### config.mk
export PLATFORM = sky130hd
export DESIGN_NAME = rpct_curve
export DESIGN_NICKNAME = d
export VERILOG_FILES = /design/src/rpct_pkg.sv /design/src/rpct_ram.sv /design/src/rpct_curve.sv
export SDC_FILE = /design/constraint.sdc
export NUM_CORES = 2
export LEC_CHECK = 0
export ABC_AREA = 1
export BUFFER_PORTS_ARGS = -buffer_cell sky130_fd_sc_hd__buf_2
export CAP_MARGIN = 15
export CORE_MARGIN = 3
export CORE_UTILIZATION = 40
export DETAILED_ROUTE_END_ITERATION = 12
export GPL_ROUTABILITY_DRIVEN = 0
export PLACE_DENSITY = 0.56
export SKIP_CTS_REPAIR_TIMING = 1
export SYNTH_ARGS = -nofsm -noshare
export SYNTH_HDL_FRONTEND = slang
export SYNTH_SLANG_ARGS = --single-unit
### constraint.sdc
create_clock -name clk -period 1.6 [get_ports clk]
set_clock_uncertainty 0.15 [all_clocks]
set_input_delay 0.08 -clock clk [delete_from_list [all_inputs] [get_ports clk]]
set_output_delay 0.08 -clock clk [all_outputs]
set_load 0.02 [all_outputs]
### src/rpct_pkg.sv
`default_nettype none
// ---------------------------------------------------------------------------
// rpct_pkg: shared types and constants of the RGBA pixel colour transform
// Holds the transaction payload types, the register map, the mode codes and
// the configuration bundle passed from the register file to the datapath.
// ---------------------------------------------------------------------------
package rpct_pkg;

    // Contrast curve geometry: only the lower half of the curve is stored.
    localparam int CURVE_HALF_DEPTH = 128;
    localparam int CURVE_AW         = $clog2(CURVE_HALF_DEPTH);
    localparam int PIX_W            = 8;

    // Configuration port geometry.
    localparam int APB_AW = 5;
    localparam int APB_DW = 32;

    // Channel slots used for the per-channel curve lookups.
    localparam int CH_RED   = 0;
    localparam int CH_GREEN = 1;
    localparam int CH_BLUE  = 2;
    localparam int NUM_CH   = 3;

    // Operation carried by an input transaction.
    localparam logic OP_PIXEL = 1'b0;
    localparam logic OP_LOAD  = 1'b1;

    // Register indexes (byte address is four times the index).
    localparam logic [2:0] REG_MODE          = 3'd0;
    localparam logic [2:0] REG_TOUCH_FLAGS   = 3'd1;
    localparam logic [2:0] REG_WORD_A        = 3'd2;
    localparam logic [2:0] REG_WORD_B        = 3'd3;
    localparam logic [2:0] REG_GAIN_R        = 3'd4;
    localparam logic [2:0] REG_GAIN_G        = 3'd5;
    localparam logic [2:0] REG_GAIN_B        = 3'd6;
    localparam logic [2:0] REG_BRIGHT_OFFSET = 3'd7;

    // Reset values of the registers.
    localparam logic [16:0] GAIN_UNITY = 17'h10000;

    // Touch-up flag bits.
    localparam int TF_CURVE = 0;
    localparam int TF_MULADD = 1;

    // Transform modes; code 7 carries no meaning and passes pixels through.
    typedef enum logic [2:0] {
        MODE_FADE    = 3'd0,
        MODE_BLEND   = 3'd1,
        MODE_ALPHA   = 3'd2,
        MODE_TOUCH   = 3'd3,
        MODE_GAIN    = 3'd4,
        MODE_REPLACE = 3'd5,
        MODE_KEY     = 3'd6
    } mode_t;

    // Input transaction payload.
    typedef struct packed {
        logic                op;
        logic [PIX_W-1:0]    red_in;
        logic [PIX_W-1:0]    green_in;
        logic [PIX_W-1:0]    blue_in;
        logic [PIX_W-1:0]    alpha_in;
        logic [CURVE_AW-1:0] curve_index;
        logic [PIX_W-1:0]    curve_value;
    } pix_in_t;

    // Output transaction payload.
    typedef struct packed {
        logic [PIX_W-1:0] red_out;
        logic [PIX_W-1:0] green_out;
        logic [PIX_W-1:0] blue_out;
        logic [PIX_W-1:0] alpha_out;
    } pix_out_t;

    // Configuration bundle, including the fade level pre-split by 255.
    typedef struct packed {
        logic [2:0]  mode;
        logic [1:0]  touch_flags;
        logic [31:0] word_a;
        logic [31:0] word_b;
        logic [16:0] gain_r;
        logic [16:0] gain_g;
        logic [16:0] gain_b;
        logic [23:0] bright_offset;
        logic        fade_neg;
        logic [7:0]  fade_quot;
        logic [7:0]  fade_rem;
    } cfg_t;

endpackage
`default_nettype wire

### src/rpct_ram.sv
`default_nettype none
// ---------------------------------------------------------------------------
// rpct_ram: generic simple dual-port RAM
// One write port and one read port, read data registered on read enable.
// ---------------------------------------------------------------------------
module rpct_ram #(
    parameter int WIDTH = 8,
    parameter int DEPTH = 128
) (
    input  wire logic                     clk,
    input  wire logic                     we,
    input  wire logic [$clog2(DEPTH)-1:0] waddr,
    input  wire logic [WIDTH-1:0]         wdata,
    input  wire logic                     re,
    input  wire logic [$clog2(DEPTH)-1:0] raddr,
    output logic      [WIDTH-1:0]         rdata
);

    logic [WIDTH-1:0] mem [DEPTH];

    // Write port.
    always_ff @(posedge clk)
    begin
        if (we)
        begin
            mem[waddr] <= wdata;
        end
    end

    // Registered read port; data holds while re is low.
    always_ff @(posedge clk)
    begin
        if (re)
        begin
            rdata <= mem[raddr];
        end
    end

endmodule
`default_nettype wire

### src/rpct_curve.sv
`default_nettype none
// ---------------------------------------------------------------------------
// rpct_curve: contrast curve store
// Keeps one RAM copy per colour channel so that three lookups run in the same
// cycle. Valid bits, cleared at reset, make unwritten entries read as zero.
// ---------------------------------------------------------------------------
module rpct_curve (
    input  wire logic                clk,
    input  wire logic                rst_n,
    input  wire logic                load_en,
    input  wire logic                lookup_en,
    input  wire rpct_pkg::pix_in_t   pix,
    output logic [rpct_pkg::NUM_CH-1:0][rpct_pkg::PIX_W-1:0] curve_data
);

    localparam int AW = rpct_pkg::CURVE_AW;

    logic [rpct_pkg::CURVE_HALF_DEPTH-1:0] valid_reg;
    logic [rpct_pkg::CURVE_HALF_DEPTH-1:0] valid_next;
    logic [rpct_pkg::NUM_CH-1:0][rpct_pkg::PIX_W-1:0] chan_val;
    logic [rpct_pkg::NUM_CH-1:0][AW-1:0]              rd_addr;
    logic [rpct_pkg::NUM_CH-1:0][rpct_pkg::PIX_W-1:0] rd_data;
    logic [rpct_pkg::NUM_CH-1:0]                      hit_reg;
    logic [rpct_pkg::NUM_CH-1:0]                      hit_next;

    assign chan_val[rpct_pkg::CH_RED]   = pix.red_in;
    assign chan_val[rpct_pkg::CH_GREEN] = pix.green_in;
    assign chan_val[rpct_pkg::CH_BLUE]  = pix.blue_in;

    // Upper-half values look up the mirrored lower-half entry.
    always_comb
    begin
        for (int i = 0; i < rpct_pkg::NUM_CH; i++)
        begin
            rd_addr[i]  = chan_val[i][rpct_pkg::PIX_W-1] ? ~chan_val[i][AW-1:0]
                                                         : chan_val[i][AW-1:0];
            hit_next[i] = valid_reg[rd_addr[i]];
        end
    end

    // Valid bit per entry, set when the entry is loaded.
    always_comb
    begin
        valid_next = valid_reg;
        if (load_en)
        begin
            valid_next[pix.curve_index] = 1'b1;
        end
    end

    always_ff @(posedge clk or negedge rst_n)
    begin
        if (!rst_n)
        begin
            valid_reg <= '0;
        end
        else
        begin
            valid_reg <= valid_next;
        end
    end

    // Valid flags travel with the registered RAM data.
    always_ff @(posedge clk)
    begin
        if (lookup_en)
        begin
            hit_reg <= hit_next;
        end
    end

    for (genvar i = 0; i < rpct_pkg::NUM_CH; i++)
    begin : g_chan
        rpct_ram #(
            .WIDTH (rpct_pkg::PIX_W),
            .DEPTH (rpct_pkg::CURVE_HALF_DEPTH)
        ) u_ram (
            .clk   (clk),
            .we    (load_en),
            .waddr (pix.curve_index),
            .wdata (pix.curve_value),
            .re    (lookup_en),
            .raddr (rd_addr[i]),
            .rdata (rd_data[i])
        );

        assign curve_data[i] = hit_reg[i] ? rd_data[i] : '0;
    end

endmodule
`default_nettype wire

==> flow_summary.json <==
{
  "worst-path-buf-inv": 3,
  "powerDensity_nw_per_um2": 926,
  "crit_slowest_cell": "edfxtp_1",
  "rsz0062_at_grt": "yes",
  "fin_nets": 11589,
  "synth_top_area_frac": 0.420,
  "drv_cap": 0,
  "start_util": 0.404,
  "swShare": 0.351,
  "grt-ovfl-total": 0,
  "placed_cells_incl_taps": 13766,
  "clockBufferDepth": 3,
  "hp-start": "load_en",
  "fin_ws_ps": -646,
  "ys.warnings.count": 0,
  "r2r-start": "g_chan[2].u_ram.mem[90][1]$_DFFE_PP_",
  "cpLargestDelayFamily": "simple AND/OR/NAND/NOR gates",
  "initialDrtViolationCount": 15205,
  "synthCells": 10465,
  "portBuffers": 66,
  "wl_met3_um": 50700,
  "fmax_mhz": 445,
  "pwr-share-comb": 0.295,
  "synth_nets": 10517,
  "crit_path_cell_trace": "inv_1, buf_4, nand2_1, nand3_1, nand3_1, nand3_1, nand3_1, nand3_2, buf_4, nand2_1, nand2_1, nand2_1",
  "violations": "hold timing, setup timing",
  "r2r_cells": 12,
  "setup_viol": 941,
  "r2r_slack_ps": -650,
  "timing.rr.end": "g_chan[1].u_ram.rdata[1]$_DFFE_PP_",
  "p_leak_nw": 45.5,
  "cp-start-kind": "flip-flop",
  "endpoint_kind": "flip-flop",
  "syn_area_per_cell_sq_um": 7.19,
  "vias": 85303,
  "routed_wl_um": 376000,
  "grt_max_degree": 73,
  "critPathKind": "flip-flop to flip-flop",
  "syn_area_sq_um": 75200,
  "post-route-period-util": 1.40,
  "antenna_found_initial": 11,
  "grt.total_usage": 0.370,
  "wl_met2_um": 158000,
  "grt_pass1_vias": 78565,
  "pwr-share-clk": 0.347,
  "cts_root_buffer": "clkbuf_16",
  "synthToLayoutAreaGrowth_pct": 36.0,
  "hpwl_um": 256000,
  "slew_viol_final": 0,
  "hold_viol": 7,
  "path_depth": 12,
  "worstPathMaxFanout": 2,
  "tritoncts": "built",
  "final_cell_count_no_fill": 14142,
  "ys_seq_elements": 1179,
  "grt_pass1_wl_um": 529000,
  "yosys-top-cells-area": "edfxtp_1, nand3_1, nand2_1",
  "core_region_area_sq_um": 186000,
  "clk_latency_ps": 850,
  "yosysTopAreaCell": "edfxtp_1",
  "whs_ps": -19.5,
  "synth_seq_area_share": 0.462,
  "clkSlewWorstSetupHoldPaths_ps": 60,
  "routed_via_density": 6.03,
  "max_slew_margin": 0.295,
  "die_y_um": 440,
  "wl_met1_um": 134000,
  "slowest_delay_ps": 370,
  "die_w_um": 440,
  "hold_depth": 6,
  "power_frac_seq": 0.359,
  "drc_errors": 0,
  "tightest_slew_ps": 1050,
  "largest_reg_flops": 1024,
  "min_path_type": "input port to flip-flop",
  "switchingPower_mw": 33.3,
  "drive_above_1_share": 0.264,
  "outcome": "finished, violations left",
  "ctsHtreeMaxLevel": 4,
  "synthDistinctLibCells": 22,
  "ios": 76,
  "top_layer": "met5",
  "dieArea_sq_um": 193000,
  "cts_made_buffers": 143,
  "ant_nets": 0,
  "fin_crit_ps": 2250,
  "rows": 158,
  "post_drt_wl_per_cell_um": 26.6,
  "cts.sinks": 1179,
  "drt_pass1_iterations": 10,
  "arrival_ps": 2700,
  "preCtsSetupSlack_ps": -1590,
  "whs_endpoint": "valid_reg[95]$_DFFE_PN0P_",
  "p_int_mw": 61.5,
  "crit_required_ps": 2050,
  "ir_drop_uv": 952
}
-- Yosys cell counts, drive strengths merged --
cell type,count
clkinv,6
clkbuf,222
nor2,134
xor2,3
o21ai,128
dfrtp,128
nand2,3414
edfxtp,1051
nand3,3593
buf,552
inv,1208
xnor2,18
nor3,8
-- worst register-to-register path, cell delays in order (launching register included) --
cell,delay (ps)
edfxtp_1,370
inv_1,100
buf_4,110
nand2_1,50
nand3_1,90
nand3_1,110
nand3_1,150
nand3_1,320
nand3_2,230
buf_4,130
nand2_1,40
nand2_1,100
nand2_1,50
-- routing by layer --
metal | vias up | GRT usage
met2 | 6960 | 0.543
met5 | - | 0
met4 | 2 | 0.263
met3 | 1747 | 0.0977
li1 | 36677 | -
met1 | 39917 | 0.472
-- layout by cell type (no fill, tap or decap), types with 81 or more instances in the layout --
cell,instances
nand2_1,3295
nand3_1,2892
buf_4,1241
edfxtp_1,1051
inv_1,862
nand3_2,539
inv_2,327
buf_12,288
nand3_4,162
clkbuf_16,159
nor2_1,133
o21ai_0,128
dfrtp_1,128
buf_6,81
-- area by class of cell --
cell class / count / area, sq um
fill: 16934 / 83900
multi-input combinational: 7298 / 38000
sequential: 1179 / 34800
timing repair buffer: 1701 / 17200
inverter: 1214 / 4630
clock buffer: 178 / 3810
tap: 2480 / 3100
clock inverter: 85 / 825
antenna: 7 / 17.5
-- power by group through the flow --
stage	Sequential [mW]	Clock, mW	Combinational [mW]
3_5_place_dp	34.6	0	22.7
5_1_grt	34.0	34.2	28.5
4_1_cts	33.9	33.0	22.8
3_3_place_gp	34.6	0	22.6
6_report	34.0	32.9	27.9
2_1_floorplan	34.5	0	11.6
-- cells by family after synthesis --
| kind of cell | Yosys count | synth area share |
|---|---|---|
| compound gates | 128 | 0.00852 |
| flops | 1179 | 0.462 |
| buf+inv | 1988 | 0.108 |
| xor+xnor | 21 | 0.00439 |
| simple gates | 7149 | 0.417 |
-- worst max path at each step --
stage / to / slack (ps) / start
final: g_chan[1].u_ram.rdata[1]$_DFFE_PP_ / -650 / g_chan[2].u_ram.mem[90][1]$_DFFE_PP_
after global routing: g_chan[1].u_ram.rdata[1]$_DFFE_PP_ / -650 / g_chan[2].u_ram.mem[90][1]$_DFFE_PP_
after CTS: curve_data[18] / -1160 / hit_reg[2]$_DFFE_PP_
after detailed placement: g_chan[2].u_ram.rdata[6]$_DFFE_PP_ / -1590 / pix[30]
after global placement: g_chan[2].u_ram.rdata[6]$_DFFE_PP_ / -1620 / pix[30]
after floorplan: g_chan[2].u_ram.rdata[5]$_DFFE_PP_ / -110 / pix[30]
-- through the flow --
stage / utilization / total power, mW / instance area, sq um / TNS (ps)
floorplan: - / 46.1 / 76900 / -53830
finish: 0.549 / 94.8 / 102000 / -114870
global route: 0.549 / 96.7 / 102000 / -146320
global placement: 0.486 / 57.2 / 90600 / -195890
CTS: 0.511 / 89.7 / 95200 / -31560
detailed placement: 0.486 / 57.3 / 90600 / -228170
Note: power is estimated with default switching activity, not from simulation.
