[config.mk]
export PLATFORM = sky130hd
export DESIGN_NAME = rpct_color_core
export DESIGN_NICKNAME = d
export VERILOG_FILES = /design/src/rpct_pkg.sv /design/src/rpct_color_core.sv
export SDC_FILE = /design/constraint.sdc
export NUM_CORES = 2
export LEC_CHECK = 0
export BUFFER_PORTS_ARGS = -buffer_cell sky130_fd_sc_hd__buf_2
export CORE_MARGIN = 1
export CORE_UTILIZATION = 59
export DETAILED_ROUTE_END_ITERATION = 8
export GPL_ROUTABILITY_DRIVEN = 0
export PLACE_DENSITY = 0.83
export SYNTH_ARGS = -nofsm -noshare
export SYNTH_HDL_FRONTEND = slang
export SYNTH_SLANG_ARGS = --single-unit
[constraint.sdc]
create_clock -name vclk -period 10.5
set_input_delay 1.05 -clock vclk [all_inputs]
set_output_delay 1.05 -clock vclk [all_outputs]
set_load 0.05 [all_outputs]
[src/rpct_pkg.sv]
`default_nettype none
// ---------------------------------------------------------------------------
// rpct_pkg: shared types and constants of the RGBA pixel colour transform
// Holds the transaction payload types, the register map, the mode codes and
// the configuration bundle passed from the register file to the datapath.
// ---------------------------------------------------------------------------
package rpct_pkg;

    // Contrast curve geometry: only the lower half of the curve is stored.
    localparam int CURVE_HALF_DEPTH = 128;
    localparam int CURVE_AW         = $clog2(CURVE_HALF_DEPTH);
    localparam int PIX_W            = 8;

    // Configuration port geometry.
    localparam int APB_AW = 5;
    localparam int APB_DW = 32;

    // Channel slots used for the per-channel curve lookups.
    localparam int CH_RED   = 0;
    localparam int CH_GREEN = 1;
    localparam int CH_BLUE  = 2;
    localparam int NUM_CH   = 3;

    // Operation carried by an input transaction.
    localparam logic OP_PIXEL = 1'b0;
    localparam logic OP_LOAD  = 1'b1;

    // Register indexes (byte address is four times the index).
    localparam logic [2:0] REG_MODE          = 3'd0;
    localparam logic [2:0] REG_TOUCH_FLAGS   = 3'd1;
    localparam logic [2:0] REG_WORD_A        = 3'd2;
    localparam logic [2:0] REG_WORD_B        = 3'd3;
    localparam logic [2:0] REG_GAIN_R        = 3'd4;
    localparam logic [2:0] REG_GAIN_G        = 3'd5;
    localparam logic [2:0] REG_GAIN_B        = 3'd6;
    localparam logic [2:0] REG_BRIGHT_OFFSET = 3'd7;

    // Reset values of the registers.
    localparam logic [16:0] GAIN_UNITY = 17'h10000;

    // Touch-up flag bits.
    localparam int TF_CURVE = 0;
    localparam int TF_MULADD = 1;

    // Transform modes; code 7 carries no meaning and passes pixels through.
    typedef enum logic [2:0] {
        MODE_FADE    = 3'd0,
        MODE_BLEND   = 3'd1,
        MODE_ALPHA   = 3'd2,
        MODE_TOUCH   = 3'd3,
        MODE_GAIN    = 3'd4,
        MODE_REPLACE = 3'd5,
        MODE_KEY     = 3'd6
    } mode_t;

    // Input transaction payload.
    typedef struct packed {
        logic                op;
        logic [PIX_W-1:0]    red_in;
        logic [PIX_W-1:0]    green_in;
        logic [PIX_W-1:0]    blue_in;
        logic [PIX_W-1:0]    alpha_in;
        logic [CURVE_AW-1:0] curve_index;
        logic [PIX_W-1:0]    curve_value;
    } pix_in_t;

    // Output transaction payload.
    typedef struct packed {
        logic [PIX_W-1:0] red_out;
        logic [PIX_W-1:0] green_out;
        logic [PIX_W-1:0] blue_out;
        logic [PIX_W-1:0] alpha_out;
    } pix_out_t;

    // Configuration bundle, including the fade level pre-split by 255.
    typedef struct packed {
        logic [2:0]  mode;
        logic [1:0]  touch_flags;
        logic [31:0] word_a;
        logic [31:0] word_b;
        logic [16:0] gain_r;
        logic [16:0] gain_g;
        logic [16:0] gain_b;
        logic [23:0] bright_offset;
        logic        fade_neg;
        logic [7:0]  fade_quot;
        logic [7:0]  fade_rem;
    } cfg_t;

endpackage
`default_nettype wire

[src/rpct_color_core.sv]
`default_nettype none
// ---------------------------------------------------------------------------
// rpct_color_core: per-pixel colour arithmetic
// Combinational transform of one registered pixel in the configured mode,
// using the curve entries fetched when the pixel was accepted.
// ---------------------------------------------------------------------------
module rpct_color_core (
    input  wire rpct_pkg::cfg_t    cfg,
    input  wire rpct_pkg::pix_in_t pix,
    input  wire logic [rpct_pkg::NUM_CH-1:0][rpct_pkg::PIX_W-1:0] curve_data,
    output rpct_pkg::pix_out_t     result
);

    logic [rpct_pkg::NUM_CH-1:0][7:0]  chan;
    logic [rpct_pkg::NUM_CH-1:0][16:0] gain;
    logic [rpct_pkg::NUM_CH-1:0][7:0]  res;
    logic [7:0]                        alpha;
    logic                              alpha_nz;
    logic [33:0]                       alpha_sum;

    // Fade: c*level/255 from the pre-split level, truncated toward zero.
    function automatic logic [7:0] fade_ch(input logic [7:0] c, input logic [7:0] quot,
                                           input logic [7:0] rem, input logic neg);
        logic [15:0] prod_r;
        logic [16:0] t1;
        logic [16:0] t2;
        logic [15:0] prod_q;
        logic [7:0]  mag;
        prod_r = 16'(c) * 16'(rem);
        // Exact floor division by 255 for the small remainder product.
        t1     = 17'(prod_r) + 17'd1;
        t2     = t1 + (t1 >> 8);
        prod_q = 16'(c) * 16'(quot);
        mag    = prod_q[7:0] + t2[15:8];
        return neg ? 8'(~mag + 8'd1) : mag;
    endfunction

    // Q16 multiply-add with saturation at 255.
    function automatic logic [7:0] mul_ch(input logic [7:0] v, input logic [16:0] g,
                                          input logic [23:0] add);
        logic [25:0] acc;
        acc = 26'(g) * 26'(v) + 26'(add);
        return (|acc[25:24]) ? 8'hFF : acc[23:16];
    endfunction

    // Touch-up: optional mirrored curve, then optional multiply-add.
    function automatic logic [7:0] touch_ch(input logic [7:0] c, input logic [7:0] crv,
                                            input rpct_pkg::cfg_t cf);
        logic [7:0] v;
        v = c;
        if (cf.touch_flags[rpct_pkg::TF_CURVE])
        begin
            v = c[7] ? ~crv : crv;
        end
        if (cf.touch_flags[rpct_pkg::TF_MULADD])
        begin
            v = mul_ch(v, cf.gain_r, cf.bright_offset);
        end
        return v;
    endfunction

    assign chan[rpct_pkg::CH_RED]   = pix.red_in;
    assign chan[rpct_pkg::CH_GREEN] = pix.green_in;
    assign chan[rpct_pkg::CH_BLUE]  = pix.blue_in;
    assign gain[rpct_pkg::CH_RED]   = cfg.gain_r;
    assign gain[rpct_pkg::CH_GREEN] = cfg.gain_g;
    assign gain[rpct_pkg::CH_BLUE]  = cfg.gain_b;
    assign alpha_nz                 = (pix.alpha_in != '0);

    // Signed alpha offset, wide enough for any 32-bit offset.
    assign alpha_sum = {26'd0, pix.alpha_in} + {{2{cfg.word_a[31]}}, cfg.word_a};

    // Mode selection.
    always_comb
    begin
        res   = chan;
        alpha = pix.alpha_in;
        unique case (cfg.mode)
            rpct_pkg::MODE_FADE:
            begin
                for (int i = 0; i < rpct_pkg::NUM_CH; i++)
                begin
                    res[i] = fade_ch(chan[i], cfg.fade_quot, cfg.fade_rem, cfg.fade_neg);
                end
            end
            rpct_pkg::MODE_BLEND:
            begin
                for (int i = 0; i < rpct_pkg::NUM_CH; i++)
                begin
                    res[i] = 8'((9'(cfg.word_a[(2-i)*8 +: 8]) + 9'(chan[i])) >> 1);
                end
            end
            rpct_pkg::MODE_ALPHA:
            begin
                if (alpha_nz)
                begin
                    if (alpha_sum[33])
                        alpha = 8'h00;
                    else if (|alpha_sum[32:8])
                        alpha = 8'hFF;
                    else
                        alpha = alpha_sum[7:0];
                end
            end
            rpct_pkg::MODE_TOUCH:
            begin
                for (int i = 0; i < rpct_pkg::NUM_CH; i++)
                begin
                    res[i] = touch_ch(chan[i], curve_data[i], cfg);
                end
            end
            rpct_pkg::MODE_GAIN:
            begin
                if (alpha_nz)
                begin
                    for (int i = 0; i < rpct_pkg::NUM_CH; i++)
                    begin
                        res[i] = mul_ch(chan[i], gain[i], 24'd0);
                    end
                end
            end
            rpct_pkg::MODE_REPLACE:
            begin
                if ({pix.alpha_in, pix.red_in, pix.green_in, pix.blue_in} == cfg.word_a)
                begin
                    res[rpct_pkg::CH_RED]   = cfg.word_b[23:16];
                    res[rpct_pkg::CH_GREEN] = cfg.word_b[15:8];
                    res[rpct_pkg::CH_BLUE]  = cfg.word_b[7:0];
                    alpha                   = cfg.word_b[31:24];
                end
            end
            rpct_pkg::MODE_KEY:
            begin
                // All ones in the key word forces every pixel opaque.
                if (cfg.word_a != 32'hFFFF_FFFF &&
                    {pix.red_in, pix.green_in, pix.blue_in} == cfg.word_a[23:0])
                    alpha = 8'h00;
                else
                    alpha = 8'hFF;
            end
            default:
            begin
                // Undefined mode: the pixel passes unchanged.
            end
        endcase
    end

    assign result.red_out   = res[rpct_pkg::CH_RED];
    assign result.green_out = res[rpct_pkg::CH_GREEN];
    assign result.blue_out  = res[rpct_pkg::CH_BLUE];
    assign result.alpha_out = alpha;

endmodule
`default_nettype wire

==> impl_metrics.csv <==
group,metric,value,unit
detailed_routing,num_vias,39421,
critical_path,startpoint,"cfg[3]",
die,ios,265,
global_routing,grt_pass1_wl,207,mm
critical_path,setup.worst_path.end,"result[23]",
logic_synthesis,yosysSeqAreaShare,0,%
sta,fin_crit_sh,126,%
critical_path,worstSetupStartpointType,"primary input",
logic_synthesis,netlist_area,0.0405,mm^2
die,die_area,0.0697,mm^2
global_routing,antenna_found_initial,13,
job,drv_cap,2,
place,io_buffers,249,
critical_path,cp_max_fo,12,
sta,setup_violations,17,
detailed_routing,drt_iter0_drc,5714,
finish,nets,6825,
finish,drive_gt1_share,17.8,%
logic_synthesis,avgSynthCellArea,8.24,um^2
clock_tree,cts_hold_buf,0,
sta,finalHoldViolations,0,
critical_path,arrival,12.13,ns
detailed_routing,drc,61,
die,core,0.0675,mm^2
logic_synthesis,yosysUniqueCellTypes,89,
die,initial_utilization,60.0,%
critical_path,critical_path_class,"in2out",
detailed_routing,vias_per_cell,6.33,
global_routing,overflow,0,
logic_synthesis,synthCells,4912,
die,die_w,264,um
sta,post-route-min-period,13.18,ns
die,num_rows,95,
die,dieHeight,264,um
global_routing,grt_max_degree,36,
critical_path,cp-end-kind,"output port",
sta,slew_headroom,-59.1,%
hold_path,holdCritPathClass,"in2out",
critical_path,worst-path-stages,42,
sta,rsz0062_at_grt,"yes",
detailed_routing,dr.pass1.iters,9,
finish,area_delta_synth_final,16.7,%
detailed_routing,ant_nets,0,
run_status,violations,"design-rule violations, max-capacitance violations, max-slew violations, negative setup slack",
critical_path,required,9.45,ns
global_routing,grt_pass1_vias,39119,
finish,seq_cells,0,
global_routing,grt.busiest_layer,"met2",
global_routing,grt_util_met2,59.8,%
global_routing,use_met3,11.0,%
finish,post-route-util,70.0,%
finish,clockBufferCount,0,
critical_path,crit_buf_inv,11,
place,dp_hpwl,102,mm
sta,timing.final.ws_setup,-2.68,ns
detailed_routing,drt_wl_total,144,mm
critical_path,slowest_delay,1.79,ns
critical_path,crit_slowest_cell,"nor3_1",
finish,fill_cells,4815,
sta,max_freq,75.9,MHz
run_status,run_status,"finished with violations",
logic_synthesis,synth_nets,6396,
sta,worst_pin_slew,2.37,ns
critical_path,cp_top_family,"adder cells",
detailed_routing,avgRoutedWirePerCell,23.1,um
finish,final-seq-area,0,um^2
global_routing,grt_use_met1,46.5,%
sta,drv_slew,4,
logic_synthesis,yosys_warnings,0,
global_routing,track_usage,37.7,%
[Yosys cell counts, types with 6 or more instances]
master | count | share of area [%]
nand2b_1 | 20 | 0.31
buf_1 | 9 | 0.083
a21o_1 | 56 | 1.0
a211o_1 | 6 | 0.13
o21ai_0 | 128 | 1.6
or2_2 | 7 | 0.11
and4_1 | 7 | 0.15
nand2_1 | 668 | 6.2
mux2i_1 | 36 | 0.89
xnor2_1 | 168 | 3.6
nor2b_1 | 159 | 2.5
ha_1 | 482 | 15
a31oi_1 | 17 | 0.26
a221oi_1 | 8 | 0.17
o21bai_1 | 19 | 0.35
o221ai_1 | 20 | 0.43
o41ai_1 | 8 | 0.17
or3_1 | 13 | 0.20
o211ai_1 | 25 | 0.46
nand3_1 | 50 | 0.62
a21oi_1 | 173 | 2.1
o2111ai_1 | 7 | 0.15
o22ai_1 | 18 | 0.28
nor2_1 | 148 | 1.4
nand4_1 | 26 | 0.40
a22oi_1 | 9 | 0.17
and3_1 | 15 | 0.23
nand3b_1 | 6 | 0.11
nor3_1 | 57 | 0.70
nor4_1 | 16 | 0.25
xor2_1 | 56 | 1.2
inv_1 | 898 | 8.3
and2_1 | 406 | 6.3
o21a_1 | 36 | 0.67
o31ai_1 | 18 | 0.33
fa_1 | 769 | 38
a211oi_1 | 21 | 0.39
clkbuf_1 | 204 | 1.9
[tightest hold or removal path, delay by kind of cell]
family	cells	cell delay, ns
AO/OA/AOI/OAI	2	0.23
buffers and inverters	2	0.35
[layout by cell type (no fill, tap or decap), types with 11 or more instances in the layout]
cell      synthesis  layout
a211oi_1         21      14
a21o_1           56      56
a21oi_1         173     149
a21oi_2           1      18
a31oi_1          17      16
and2_1          406     388
and2_4            0      18
and3_1           15      14
buf_2             5     217
buf_4             1     366
buf_6             2      43
diode_2           0      19
fa_1            769     754
fa_2              0      15
ha_1            482     435
ha_4              0      42
inv_1           898     871
inv_2             0      27
mux2i_1          36      36
nand2_1         668     657
nand2b_1         20      19
nand3_1          50      41
nand4_1          26      26
nor2_1          148     139
nor2b_1         159     158
nor3_1           57      53
nor4_1           16      15
o211ai_1         25      25
o21a_1           36      33
o21ai_0         128     111
o21bai_1         19      19
o221ai_1         20      17
o22ai_1          18      15
o31ai_1          18      11
or3_1            13      13
xnor2_1         168     139
xnor2_2           0      24
xor2_1           56      48
[per-layer routing]
layer,part of all wire [%],routed length [um]
met3,15,21600
met4,8.6,12400
met5,0.19,276
met1,33,47700
met2,43,61800
[worst min path at each step]
stage,startpoint,endpoint,cells after the start
4_1_cts,pix[22],result[7],4
3_3_place_gp,pix[15],result[0],4
2_1_floorplan,pix[33],result[18],2
6_report,pix[22],result[7],4
3_5_place_dp,pix[18],result[3],4
5_1_grt,pix[18],result[3],4
[repair_timing]
item                       4_1_cts  5_1_grt
pin swaps                      164      170
cloned                           0        0
setup endpoints to repair       15       20
resized for setup              139      199
buffers inserted                80       34
[logic make-up after synthesis]
family / count (synthesis) / share of synthesized area (%)
muxes: 41 / 1.03
adders and majority gates: 1254 / 53.0
buffers and inverters: 1120 / 10.4
and+or+nand+nor: 1627 / 20.0
xor gates and xnor gates: 225 / 4.90
AOI/OAI and AO/OA: 645 / 10.6
[layout make-up]
cell class | count | area [um^2] | share of cell area (%)
Multi-Input combinational cell | 3792 | 38000 | 80.5
Timing Repair Buffer | 648 | 4680 | 9.91
Inverter | 899 | 3370 | 7.14
Tap cell | 873 | 1090 | 2.31
Antenna cell | 19 | 47.5 | 0.101
[through the flow]
step / setup TNS (ns) / instance area [um^2] / setup WS (ns) / cells / hold WS, ns
2_1_floorplan: -1.63 / 41200 / -0.377 / 4912 / 2.43
3_5_place_dp: -10.43 / 44700 / -1.05 / 6101 / 2.67
4_1_cts: -5.60 / 45900 / -0.824 / 6181 / 2.67
3_3_place_gp: -8.30 / 44700 / -0.858 / 6101 / 2.66
6_report: -22.85 / 47200 / -2.68 / 6231 / 2.68
5_1_grt: -23.08 / 47200 / -2.58 / 6216 / 2.69
Power is left out: the tool's default activity adds up to more than one toggle a clock period on the data nets, which glitch-free logic cannot reach.
