## src/rpct_pkg.sv

```systemverilog
`default_nettype none
// ---------------------------------------------------------------------------
// rpct_pkg: shared types and constants of the RGBA pixel colour transform
// Holds the transaction payload types, the register map, the mode codes and
// the configuration bundle passed from the register file to the datapath.
// ---------------------------------------------------------------------------
package rpct_pkg;

    // Contrast curve geometry: only the lower half of the curve is stored.
    localparam int CURVE_HALF_DEPTH = 128;
    localparam int CURVE_AW         = $clog2(CURVE_HALF_DEPTH);
    localparam int PIX_W            = 8;

    // Configuration port geometry.
    localparam int APB_AW = 5;
    localparam int APB_DW = 32;

    // Channel slots used for the per-channel curve lookups.
    localparam int CH_RED   = 0;
    localparam int CH_GREEN = 1;
    localparam int CH_BLUE  = 2;
    localparam int NUM_CH   = 3;

    // Operation carried by an input transaction.
    localparam logic OP_PIXEL = 1'b0;
    localparam logic OP_LOAD  = 1'b1;

    // Register indexes (byte address is four times the index).
    localparam logic [2:0] REG_MODE          = 3'd0;
    localparam logic [2:0] REG_TOUCH_FLAGS   = 3'd1;
    localparam logic [2:0] REG_WORD_A        = 3'd2;
    localparam logic [2:0] REG_WORD_B        = 3'd3;
    localparam logic [2:0] REG_GAIN_R        = 3'd4;
    localparam logic [2:0] REG_GAIN_G        = 3'd5;
    localparam logic [2:0] REG_GAIN_B        = 3'd6;
    localparam logic [2:0] REG_BRIGHT_OFFSET = 3'd7;

    // Reset values of the registers.
    localparam logic [16:0] GAIN_UNITY = 17'h10000;

    // Touch-up flag bits.
    localparam int TF_CURVE = 0;
    localparam int TF_MULADD = 1;

    // Transform modes; code 7 carries no meaning and passes pixels through.
    typedef enum logic [2:0] {
        MODE_FADE    = 3'd0,
        MODE_BLEND   = 3'd1,
        MODE_ALPHA   = 3'd2,
        MODE_TOUCH   = 3'd3,
        MODE_GAIN    = 3'd4,
        MODE_REPLACE = 3'd5,
        MODE_KEY     = 3'd6
    } mode_t;

    // Input transaction payload.
    typedef struct packed {
        logic                op;
        logic [PIX_W-1:0]    red_in;
        logic [PIX_W-1:0]    green_in;
        logic [PIX_W-1:0]    blue_in;
        logic [PIX_W-1:0]    alpha_in;
        logic [CURVE_AW-1:0] curve_index;
        logic [PIX_W-1:0]    curve_value;
    } pix_in_t;

    // Output transaction payload.
    typedef struct packed {
        logic [PIX_W-1:0] red_out;
        logic [PIX_W-1:0] green_out;
        logic [PIX_W-1:0] blue_out;
        logic [PIX_W-1:0] alpha_out;
    } pix_out_t;

    // Configuration bundle, including the fade level pre-split by 255.
    typedef struct packed {
        logic [2:0]  mode;
        logic [1:0]  touch_flags;
        logic [31:0] word_a;
        logic [31:0] word_b;
        logic [16:0] gain_r;
        logic [16:0] gain_g;
        logic [16:0] gain_b;
        logic [23:0] bright_offset;
        logic        fade_neg;
        logic [7:0]  fade_quot;
        logic [7:0]  fade_rem;
    } cfg_t;

endpackage
`default_nettype wire

```

## src/rpct_cfg_regs.sv

```systemverilog
`default_nettype none
// ---------------------------------------------------------------------------
// rpct_cfg_regs: configuration register file
// APB-style write and read access to the eight registers. A write of word_a
// also stores the fade level split into quotient and remainder by 255.
// ---------------------------------------------------------------------------
module rpct_cfg_regs (
    input  wire logic                       clk,
    input  wire logic                       rst_n,
    input  wire logic                       psel,
    input  wire logic                       penable,
    input  wire logic                       pwrite,
    input  wire logic [rpct_pkg::APB_AW-1:0] paddr,
    input  wire logic [rpct_pkg::APB_DW-1:0] pwdata,
    output logic      [rpct_pkg::APB_DW-1:0] prdata,
    output logic                            pready,
    output rpct_pkg::cfg_t                  cfg
);

    rpct_pkg::cfg_t cfg_reg;
    rpct_pkg::cfg_t cfg_next;
    logic [2:0]     reg_idx;
    logic           wr_en;

    // Split |level| = 255*q + r. Since 256 is 1 modulo 255, r follows from the
    // byte sum, and q modulo 256 from the exact division: q = r - byte0.
    function automatic logic [16:0] fade_split(input logic [31:0] level);
        logic [31:0] mag;
        logic [9:0]  dsum;
        logic [8:0]  fold;
        logic [7:0]  rem;
        logic [7:0]  quot;
        mag  = level[31] ? (~level + 32'd1) : level;
        dsum = 10'(mag[7:0]) + 10'(mag[15:8]) + 10'(mag[23:16]) + 10'(mag[31:24]);
        fold = 9'(dsum[7:0]) + 9'(dsum[9:8]);
        rem  = (fold >= 9'd255) ? 8'(fold - 9'd255) : fold[7:0];
        quot = rem - mag[7:0];
        return {level[31], quot, rem};
    endfunction

    assign pready  = 1'b1;
    assign reg_idx = paddr[rpct_pkg::APB_AW-1:2];
    assign wr_en   = psel && penable && pwrite;

    // Register write decode.
    always_comb
    begin
        cfg_next = cfg_reg;
        if (wr_en)
        begin
            unique case (reg_idx)
                rpct_pkg::REG_MODE:
                    cfg_next.mode = pwdata[2:0];
                rpct_pkg::REG_TOUCH_FLAGS:
                    cfg_next.touch_flags = pwdata[1:0];
                rpct_pkg::REG_WORD_A:
                begin
                    cfg_next.word_a = pwdata;
                    {cfg_next.fade_neg, cfg_next.fade_quot, cfg_next.fade_rem} =
                        fade_split(pwdata);
                end
                rpct_pkg::REG_WORD_B:
                    cfg_next.word_b = pwdata;
                rpct_pkg::REG_GAIN_R:
                    cfg_next.gain_r = pwdata[16:0];
                rpct_pkg::REG_GAIN_G:
                    cfg_next.gain_g = pwdata[16:0];
                rpct_pkg::REG_GAIN_B:
                    cfg_next.gain_b = pwdata[16:0];
                rpct_pkg::REG_BRIGHT_OFFSET:
                    cfg_next.bright_offset = pwdata[23:0];
            endcase
        end
    end

    // Register storage.
    always_ff @(posedge clk or negedge rst_n)
    begin
        if (!rst_n)
        begin
            cfg_reg <= '{gain_r: rpct_pkg::GAIN_UNITY, gain_g: rpct_pkg::GAIN_UNITY,
                         gain_b: rpct_pkg::GAIN_UNITY, default: '0};
        end
        else
        begin
            cfg_reg <= cfg_next;
        end
    end

    // Read-back multiplexer.
    always_comb
    begin
        unique case (reg_idx)
            rpct_pkg::REG_MODE:          prdata = 32'(cfg_reg.mode);
            rpct_pkg::REG_TOUCH_FLAGS:   prdata = 32'(cfg_reg.touch_flags);
            rpct_pkg::REG_WORD_A:        prdata = cfg_reg.word_a;
            rpct_pkg::REG_WORD_B:        prdata = cfg_reg.word_b;
            rpct_pkg::REG_GAIN_R:        prdata = 32'(cfg_reg.gain_r);
            rpct_pkg::REG_GAIN_G:        prdata = 32'(cfg_reg.gain_g);
            rpct_pkg::REG_GAIN_B:        prdata = 32'(cfg_reg.gain_b);
            rpct_pkg::REG_BRIGHT_OFFSET: prdata = 32'(cfg_reg.bright_offset);
        endcase
    end

    assign cfg = cfg_reg;

endmodule
`default_nettype wire

```

## config.mk

```make
export PLATFORM = sky130hd
export DESIGN_NAME = rpct_cfg_regs
export DESIGN_NICKNAME = d
export VERILOG_FILES = /design/src/rpct_pkg.sv /design/src/rpct_cfg_regs.sv
export SDC_FILE = /design/constraint.sdc
export NUM_CORES = 1
export LEC_CHECK = 0
export ABC_AREA = 0
export BUFFER_PORTS_ARGS = -buffer_cell sky130_fd_sc_hd__buf_2
export CORE_ASPECT_RATIO = 1.1
export CORE_MARGIN = 1.5
export CORE_UTILIZATION = 55
export CTS_BUF_LIST = sky130_fd_sc_hd__clkbuf_4 sky130_fd_sc_hd__clkbuf_8
export DETAILED_ROUTE_END_ITERATION = 10
export GPL_TIMING_DRIVEN = 0
export PLACE_DENSITY = 0.83
export SETUP_SLACK_MARGIN = 0.1
export SLEW_MARGIN = 0
export SYNTH_ARGS = -nofsm -noshare
export SYNTH_HDL_FRONTEND = slang
export SYNTH_SLANG_ARGS = --single-unit
```

## constraint.sdc

```tcl
create_clock -name clk -period 4.4 [get_ports clk]
set_input_delay 0.88 -clock clk [delete_from_list [all_inputs] [get_ports clk]]
set_output_delay 0.88 -clock clk [all_outputs]
set_load 0.005 [all_outputs]
```

==> results of run 1 <==
## metrics by stage
stage / utilization, % / hold slack, ns
finish: 72.87 / 0.2990
global route: 72.85 / 0.3207
CTS: 70.53 / 0.3069
detailed placement: 65.65 / 0.4610
global placement: 65.38 / 0.4598
floorplan: - / 0.4698
## path summary, 6_finish.rpt
| check | start | to | slack (ns) | cells after the start |
|---|---|---|---|---|
| min in group clk | cfg[0]$_DFFE_PN0P_ | cfg[0]$_DFFE_PN0P_ | 0.49 | 2 |
| max in group asynchronous | rst_n | cfg[135]$_DFFE_PN0P_ | 3.21 | 2 |
| min | rst_n | cfg[117]$_DFFE_PN0P_ | 0.30 | 1 |
| max reg2reg | cfg[15]$_DFFE_PN0P_ | cfg[15]$_DFFE_PN0P_ | 3.39 | 3 |
| min reg2reg | cfg[0]$_DFFE_PN0P_ | cfg[0]$_DFFE_PN0P_ | 0.49 | 2 |
| max | pwdata[12] | cfg[14]$_DFFE_PN0P_ | -3.58 | 33 |
## critical path: cells and delay by family
kind                     cells  cell delay, ns
XOR/XNOR                     4            0.76
AO/OA/AOI/OAI               12            1.89
adder cells (fa/ha/maj)      7            2.15
buffers and inverters        3            0.23
AND/OR/NAND/NOR              7            2.38
## final cells by class
| class | count | area share [%] |
|---|---|---|
| multi-input cells | 623 | 44.00 |
| clock inverters | 10 | 1.237 |
| diodes | 1 | 0.02114 |
| well taps | 204 | 2.156 |
| repair buffers | 269 | 13.21 |
| inverters | 30 | 1.036 |
| clock buffers | 22 | 2.452 |
| flip-flops and latches | 160 | 33.85 |
| plain buffers | 52 | 2.040 |
## cells in the final DEF, fill, tap and decap left out, types with 7 or more instances in the layout
cell and n:
mux2_2 113, nand2_1 143, mux4_2 8, clkbuf_8 20, buf_4 40, mux2i_1 34
buf_2 219, xor2_1 24, nor3_1 8, nand2b_1 7, o31ai_1 9, fa_1 16
xnor2_1 12, inv_1 26, nor2_1 47, buf_6 13, a21oi_1 14, clkbuf_1 39
nand3_1 10, o21ai_0 40, ha_1 10, dfrtp_1 157, nor2b_1 10
## layer usage
metal / vias up / wire length [um] / track usage [%]
li1: 3592 / - / -
met1: 4149 / 10740 / 39.74
met2: 450 / 15250 / 56.79
met3: 96 / 2456 / 7.099
met4: 0 / 1255 / 19.00
met5: - / 0 / 0
## synthesized netlist by cell type (2+ instances only)
library cell and number:
a211o_1 3, a211oi_1 2, a21o_1 6, a21oi_1 19
a221o_1 5, a221oi_1 5, buf_1 5, buf_4 2
clkbuf_1 43, dfrtp_1 157, dfstp_2 3, fa_1 18
ha_1 20, inv_1 30, mux2_2 116, mux2i_1 34
mux4_2 8, nand2_1 144, nand2b_1 8, nand3_1 11
nand4_1 3, nor2_1 49, nor2b_1 10, nor3_1 10
nor3b_1 2, o21a_1 2, o21ai_0 51, o22ai_1 2
o31ai_1 14, o41ai_1 4, or2_2 3, or3_1 6
or3_4 2, or4_1 4, or4_4 3, xnor2_1 15
xor2_1 27
## logic make-up (layout without fill, tap and decap cells)
family,count (synthesis),count (layout)
other cells,1,2
fa+ha+maj,38,38
flops,160,160
buf+inv,83,383
xor+xnor,42,42
simple gates,262,262
compound gates,122,122
mux,158,158
## report_power, final
part | total, W | switching, W | internal, W
Clock | 0.00120 | 0.000577 | 0.000627
Sequential | 0.00204 | 0.000250 | 0.00179
Combinational | 0.00494 | 0.00240 | 0.00254
## timing repair
action,CTS,global route
cloned,0,0
setup endpoints to repair,41,31
buffers inserted,30,20
pin swaps,34,45
resized for setup,34,60
hold buffers,0,0
==> flow_results.xml, run 1 <==
<?xml version="1.0" encoding="UTF-8"?>
<metrics>
  <group name="die">
    <metric name="chipWidth" unit="um">125.7</metric>
    <metric name="io-pin-count" unit="">236</metric>
    <metric name="fp.dieH" unit="um">137.9</metric>
    <metric name="initial_utilization" unit="%">56.02</metric>
    <metric name="floorplan.die_area" unit="um^2">17330</metric>
    <metric name="design.core.area" unit="um^2">16250</metric>
    <metric name="row_count" unit="">49</metric>
  </group>
  <group name="global_routing">
    <metric name="grt_start_max_net_pins" unit="">113</metric>
    <metric name="antenna_found_initial" unit="">0</metric>
    <metric name="grt_remaining_overflow" unit="">0</metric>
    <metric name="grt_pass1_vias" unit="">8025</metric>
    <metric name="grt_pass1_wl" unit="um">43940</metric>
    <metric name="global_route.usage.total" unit="%">33.39</metric>
  </group>
  <group name="placement">
    <metric name="final_hpwl_from_detailed_placement" unit="um">21020</metric>
    <metric name="worst_case_setup_slack_after_placement" unit="ns">-4.504</metric>
    <metric name="numPortBuffers" unit="">221</metric>
    <metric name="placed_area" unit="um^2">10670</metric>
    <metric name="gp_congestion" unit="">0.9374</metric>
    <metric name="post-place-cells" unit="">1292</metric>
  </group>
  <group name="final_layout">
    <metric name="largest_register_ffs" unit="">160</metric>
    <metric name="final_layout_size_suffix_gt1_share" unit="%">43.57</metric>
    <metric name="postLayoutCellArea" unit="um^2">11840</metric>
    <metric name="nNetsFinal" unit="">1233</metric>
    <metric name="multi_input_comb_area" unit="um^2">5209</metric>
    <metric name="finish.cell_count_without_fillers" unit="">1371</metric>
    <metric name="fillerInstances" unit="">1117</metric>
    <metric name="syn2layout_area_growth" unit="%">30.08</metric>
    <metric name="seqCellArea" unit="um^2">4008</metric>
  </group>
  <group name="synthesis">
    <metric name="syn_area" unit="um^2">9101</metric>
    <metric name="synth.mux.area_fraction" unit="%">20.07</metric>
    <metric name="synth_simple_gate_area_share" unit="%">12.90</metric>
    <metric name="net_count_after_synthesis" unit="">946</metric>
    <metric name="post_synth_xor_area_fraction" unit="%">4.042</metric>
    <metric name="synth-main-ff-cell" unit="">dfrtp_1</metric>
    <metric name="synth.yosys.seq_area_share" unit="%">44.03</metric>
    <metric name="postSynthCellCount" unit="">866</metric>
    <metric name="synth.avg_cell_area" unit="um^2">10.51</metric>
    <metric name="synth_compound_gate_area_share" unit="%">8.592</metric>
    <metric name="ys_async_sr_fraction" unit="%">100.0</metric>
    <metric name="netlist.area_leader.share" unit="%">43.17</metric>
    <metric name="yosys.area.top_type" unit="">dfrtp_1</metric>
    <metric name="synth_enable_flop_cells" unit="">0</metric>
    <metric name="largest_family_of_logic_cells_by_synthesized_area" unit="">multiplexers</metric>
    <metric name="synthAdderAreaFrac" unit="%">6.709</metric>
    <metric name="synth_area_leaders" unit="">dfrtp_1 (43%), mux2_2 (14%), nand2_1 (5.9%)</metric>
    <metric name="ys.warnings.count" unit="">0</metric>
    <metric name="synth.ff_latch_count" unit="">160</metric>
    <metric name="distinct_cell_type_count_after_synthesis" unit="">57</metric>
  </group>
  <group name="cts">
    <metric name="cts-buffers-inserted" unit="">17</metric>
    <metric name="clock_latency" unit="ns">0.46</metric>
    <metric name="clock_tree.root_cell" unit="">clkbuf_8</metric>
    <metric name="tritoncts" unit="">built</metric>
    <metric name="clock_path_buffers" unit="">2</metric>
    <metric name="worst_setup_hold_path_clk_slew" unit="ns">0.09</metric>
    <metric name="h-tree-depth" unit="">4</metric>
    <metric name="clock-sinks" unit="">160</metric>
  </group>
  <group name="timing">
    <metric name="clock.fmax" unit="MHz">125.4</metric>
    <metric name="slew_violations" unit="">0</metric>
    <metric name="worst_clock_skew" unit="ns">0</metric>
    <metric name="aggregate_negative_setup_slack" unit="ns">-42.80</metric>
    <metric name="timing.final.crit_period" unit="ns">7.976</metric>
    <metric name="finalHoldViolations" unit="">0</metric>
    <metric name="final_setup_margin" unit="ns">-3.576</metric>
    <metric name="grt_setup_unrepaired" unit="">true</metric>
    <metric name="slew_headroom" unit="%">20.44</metric>
    <metric name="final_min_period_over_clock_period" unit="%">181.3</metric>
    <metric name="timing.final.setup_violations" unit="">16</metric>
    <metric name="worst-slew-pin-transition" unit="ns">1.189</metric>
  </group>
  <group name="pwr">
    <metric name="ir_drop" unit="V">0.0004782</metric>
    <metric name="cellPowerDensity" unit="nW/um^2">691.4</metric>
    <metric name="total_leakage_power" unit="nW">5.900</metric>
    <metric name="total_power" unit="W">0.008185</metric>
  </group>
  <group name="critical_path">
    <metric name="critPathMaxFanout" unit="">5</metric>
    <metric name="critPathLaunchType" unit="">input pin</metric>
    <metric name="crit_arrival" unit="ns">8.31</metric>
    <metric name="critical_path.max_stage_delay" unit="ns">0.55</metric>
    <metric name="endpoint_kind" unit="">register</metric>
    <metric name="slowest_stage" unit="">or4_4</metric>
    <metric name="setup.worst_path.class" unit="">input pin to register</metric>
    <metric name="crit_required" unit="ns">4.73</metric>
  </group>
  <group name="drt">
    <metric name="ant_nets" unit="">0</metric>
    <metric name="drcViolationCount" unit="">0</metric>
    <metric name="avgRoutedWirePerCell" unit="um">21.67</metric>
    <metric name="drt-total-wl" unit="um">29710</metric>
    <metric name="post_drt_via_cell_ratio" unit="">6.044</metric>
    <metric name="detailedRoute.firstIterationViolations" unit="">763</metric>
    <metric name="route.vias.total" unit="">8287</metric>
    <metric name="dr.pass1.iters" unit="">5</metric>
  </group>
  <group name="run">
    <metric name="maxCapViolCount" unit="">0</metric>
  </group>
  <group name="outcome">
    <metric name="status" unit="">finished, violations left</metric>
    <metric name="failed_checks" unit="">setup timing</metric>
  </group>
  <group name="worst_hold_path">
    <metric name="min_path_type" unit="">input pin to async pin</metric>
  </group>
</metrics>
(Power assumes the default switching activity.)
==> run 2: changes to the inputs <==
- REMOVE_ABC_BUFFERS: unset -> 1
==> flow_results.xml, run 2 (synthesis results as in run 1) <==
<?xml version="1.0" encoding="UTF-8"?>
<metrics>
  <group name="placement">
    <metric name="final_hpwl_from_detailed_placement" unit="um">18040</metric>
    <metric name="post-place-cells" unit="">1256</metric>
    <metric name="numPortBuffers" unit="">232</metric>
    <metric name="gp_congestion" unit="">0.8762</metric>
  </group>
  <group name="timing">
    <metric name="worst_clock_skew" unit="ns">0</metric>
    <metric name="aggregate_negative_setup_slack" unit="ns">-47.96</metric>
    <metric name="timing.final.crit_period" unit="ns">8.279</metric>
    <metric name="grt_setup_unrepaired" unit="">true</metric>
    <metric name="slew_violations" unit="">0</metric>
    <metric name="clock.fmax" unit="MHz">120.8</metric>
    <metric name="final_setup_margin" unit="ns">-3.879</metric>
    <metric name="timing.final.setup_violations" unit="">16</metric>
    <metric name="final_min_period_over_clock_period" unit="%">188.1</metric>
    <metric name="slew_headroom" unit="%">39.49</metric>
    <metric name="finalHoldViolations" unit="">0</metric>
    <metric name="worst-slew-pin-transition" unit="ns">0.9055</metric>
  </group>
  <group name="critical_path">
    <metric name="setup.worst_path.class" unit="">input pin to register</metric>
    <metric name="slowest_stage" unit="">or4_4</metric>
    <metric name="endpoint_kind" unit="">register</metric>
    <metric name="crit_required" unit="ns">4.76</metric>
    <metric name="rr_endpoint" unit="">cfg[15]$_DFFE_PN0P_</metric>
    <metric name="critical_path.max_stage_delay" unit="ns">0.55</metric>
    <metric name="setup.worst_path.end" unit="">cfg[14]$_DFFE_PN0P_</metric>
    <metric name="worst-r2r-setup-slack" unit="ns">3.38</metric>
    <metric name="worst_r2r_startpoint" unit="">cfg[15]$_DFFE_PN0P_</metric>
    <metric name="critPathMaxFanout" unit="">6</metric>
    <metric name="crit_arrival" unit="ns">8.63</metric>
    <metric name="critPathLaunchType" unit="">input pin</metric>
    <metric name="setup.worst_path.start" unit="">pwdata[12]</metric>
    <metric name="worst-r2r-cell-count" unit="">3</metric>
  </group>
  <group name="final_layout">
    <metric name="fillerInstances" unit="">1080</metric>
    <metric name="nNetsFinal" unit="">1199</metric>
    <metric name="n_antenna_cell" unit="">0</metric>
    <metric name="seqCellArea" unit="um^2">4008</metric>
    <metric name="finish.cell_count_without_fillers" unit="">1336</metric>
    <metric name="largest_register_ffs" unit="">160</metric>
    <metric name="multi_input_comb_area" unit="um^2">5259</metric>
    <metric name="commonest_non_fill_non_tap_cell_in_the_layout" unit="">buf_2</metric>
    <metric name="final_layout_size_suffix_gt1_share" unit="%">46.20</metric>
    <metric name="final_cell_mix" unit="">buf_2 (222), dfrtp_1 (157), nand2_1 (142), mux2_2 (113), buf_4 (43)</metric>
    <metric name="syn2layout_area_growth" unit="%">29.63</metric>
  </group>
  <group name="drt">
    <metric name="post_drt_via_cell_ratio" unit="">6.133</metric>
    <metric name="drcViolationCount" unit="">0</metric>
    <metric name="ant_nets" unit="">0</metric>
    <metric name="route.vias.total" unit="">8194</metric>
    <metric name="avgRoutedWirePerCell" unit="um">21.93</metric>
    <metric name="drt-total-wl" unit="um">29290</metric>
    <metric name="dr.pass1.iters" unit="">5</metric>
    <metric name="detailedRoute.firstIterationViolations" unit="">648</metric>
  </group>
  <group name="die">
    <metric name="io-pin-count" unit="">236</metric>
    <metric name="row_count" unit="">49</metric>
    <metric name="floorplan.die_area" unit="um^2">17330</metric>
    <metric name="fp.dieH" unit="um">137.9</metric>
    <metric name="chipWidth" unit="um">125.7</metric>
    <metric name="initial_utilization" unit="%">56.02</metric>
    <metric name="design.core.area" unit="um^2">16250</metric>
  </group>
  <group name="global_routing">
    <metric name="global_route.usage.total" unit="%">31.29</metric>
    <metric name="grt_start_max_net_pins" unit="">110</metric>
    <metric name="grt_remaining_overflow" unit="">0</metric>
    <metric name="grt_pass1_wl" unit="um">41950</metric>
    <metric name="grt_pass1_vias" unit="">7921</metric>
    <metric name="antenna_found_initial" unit="">0</metric>
  </group>
  <group name="cts">
    <metric name="clock_latency" unit="ns">0.46</metric>
    <metric name="clock_tree.root_cell" unit="">clkbuf_8</metric>
    <metric name="clock_path_buffers" unit="">2</metric>
    <metric name="cts-buffers-inserted" unit="">17</metric>
    <metric name="clock-sinks" unit="">160</metric>
    <metric name="h-tree-depth" unit="">4</metric>
    <metric name="tritoncts" unit="">built</metric>
    <metric name="worst_setup_hold_path_clk_slew" unit="ns">0.09</metric>
  </group>
  <group name="pwr">
    <metric name="total_leakage_power" unit="nW">5.884</metric>
    <metric name="ir_drop" unit="V">0.0004433</metric>
    <metric name="cellPowerDensity" unit="nW/um^2">721.0</metric>
  </group>
  <group name="outcome">
    <metric name="status" unit="">finished, violations left</metric>
    <metric name="failed_checks" unit="">setup timing</metric>
  </group>
  <group name="worst_hold_path">
    <metric name="min_path_type" unit="">input pin to async pin</metric>
  </group>
  <group name="run">
    <metric name="maxCapViolCount" unit="">0</metric>
  </group>
</metrics>
[run 2: cell count changes in the layout (fill, tap and decap cells not counted), sizes merged]
cell	delta
inv	-2
clkbuf	-41
clkdlybuf4s18	-1
clkinv	+4
clkdlybuf4s15	-1
diode	-1
clkinvlp	+1
buf	+8
bufinv	-2
[run 2: layout make-up]
cell class	count	share of cell area [%]
repair buffers	287	15.01
multi-input cells	623	44.58
flip-flops and latches	160	33.97
well taps	204	2.164
clock buffers	21	2.291
clock inverters	11	0.9333
inverters	30	1.061
[run 2: per-layer routing]
layer | up-vias | GRT usage, % | routed length (um) | part of all wire [%]
met4 | 0 | 14.77 | 1498 | 5.1
met1 | 4052 | 37.17 | 10610 | 36
met2 | 500 | 54.26 | 14810 | 51
li1 | 3510 | - | - | -
met5 | - | 0 | 0 | 0
met3 | 132 | 7.292 | 2373 | 8.1
[run 2: critical path: cells and delay by family]
kind | cells | cell delay (ns)
buf+inv | 4 | 0.40
xor+xnor | 4 | 0.76
compound gates | 12 | 2.08
simple gates | 8 | 2.77
fa+ha+maj | 6 | 1.72
[run 2: power by group]
group	switching, W	internal [W]
Combinational	0.00279	0.00262
Clock	0.000585	0.000487
Sequential	0.000238	0.00179
Total	0.00361	0.00490
[run 2: worst min-delay path by stage]
stage                                   start  depth (start not counted)                    to
after floorplan            cfg[9]$_DFFE_PN0P_                          2    cfg[9]$_DFFE_PN0P_
after global placement    cfg[14]$_DFFE_PN0P_                          2   cfg[14]$_DFFE_PN0P_
after detailed placement   cfg[0]$_DFFE_PN0P_                          2    cfg[0]$_DFFE_PN0P_
after global routing                    rst_n                          1  cfg[153]$_DFFE_PN0P_
after CTS                               rst_n                          1  cfg[153]$_DFFE_PN0P_
final                                   rst_n                          1  cfg[153]$_DFFE_PN0P_
[run 2: timing repair]
action,in CTS,in global routing
setup buffers,25,24
pin swaps,36,26
gates resized for setup,75,58
endpoints found under the hold margin,0,0
setup endpoints to repair,17,17
hold buffers,0,0
[run 2: through the flow]
step                      total power [W]  setup slack (ns)  hold WS, ns  util, %  instance area [um^2]
after detailed placement         0.005073            -4.972       0.4643    64.53                 10480
after CTS                        0.006985            -3.466       0.3024    69.82                 11340
after floorplan                  0.004063            -3.918       0.4698        -                  8885
after global placement           0.004947            -4.838       0.4583    63.40                 10300
after global routing             0.008897            -4.028       0.2988    72.61                 11800
final                            0.008507            -3.879       0.3006    72.61                 11800
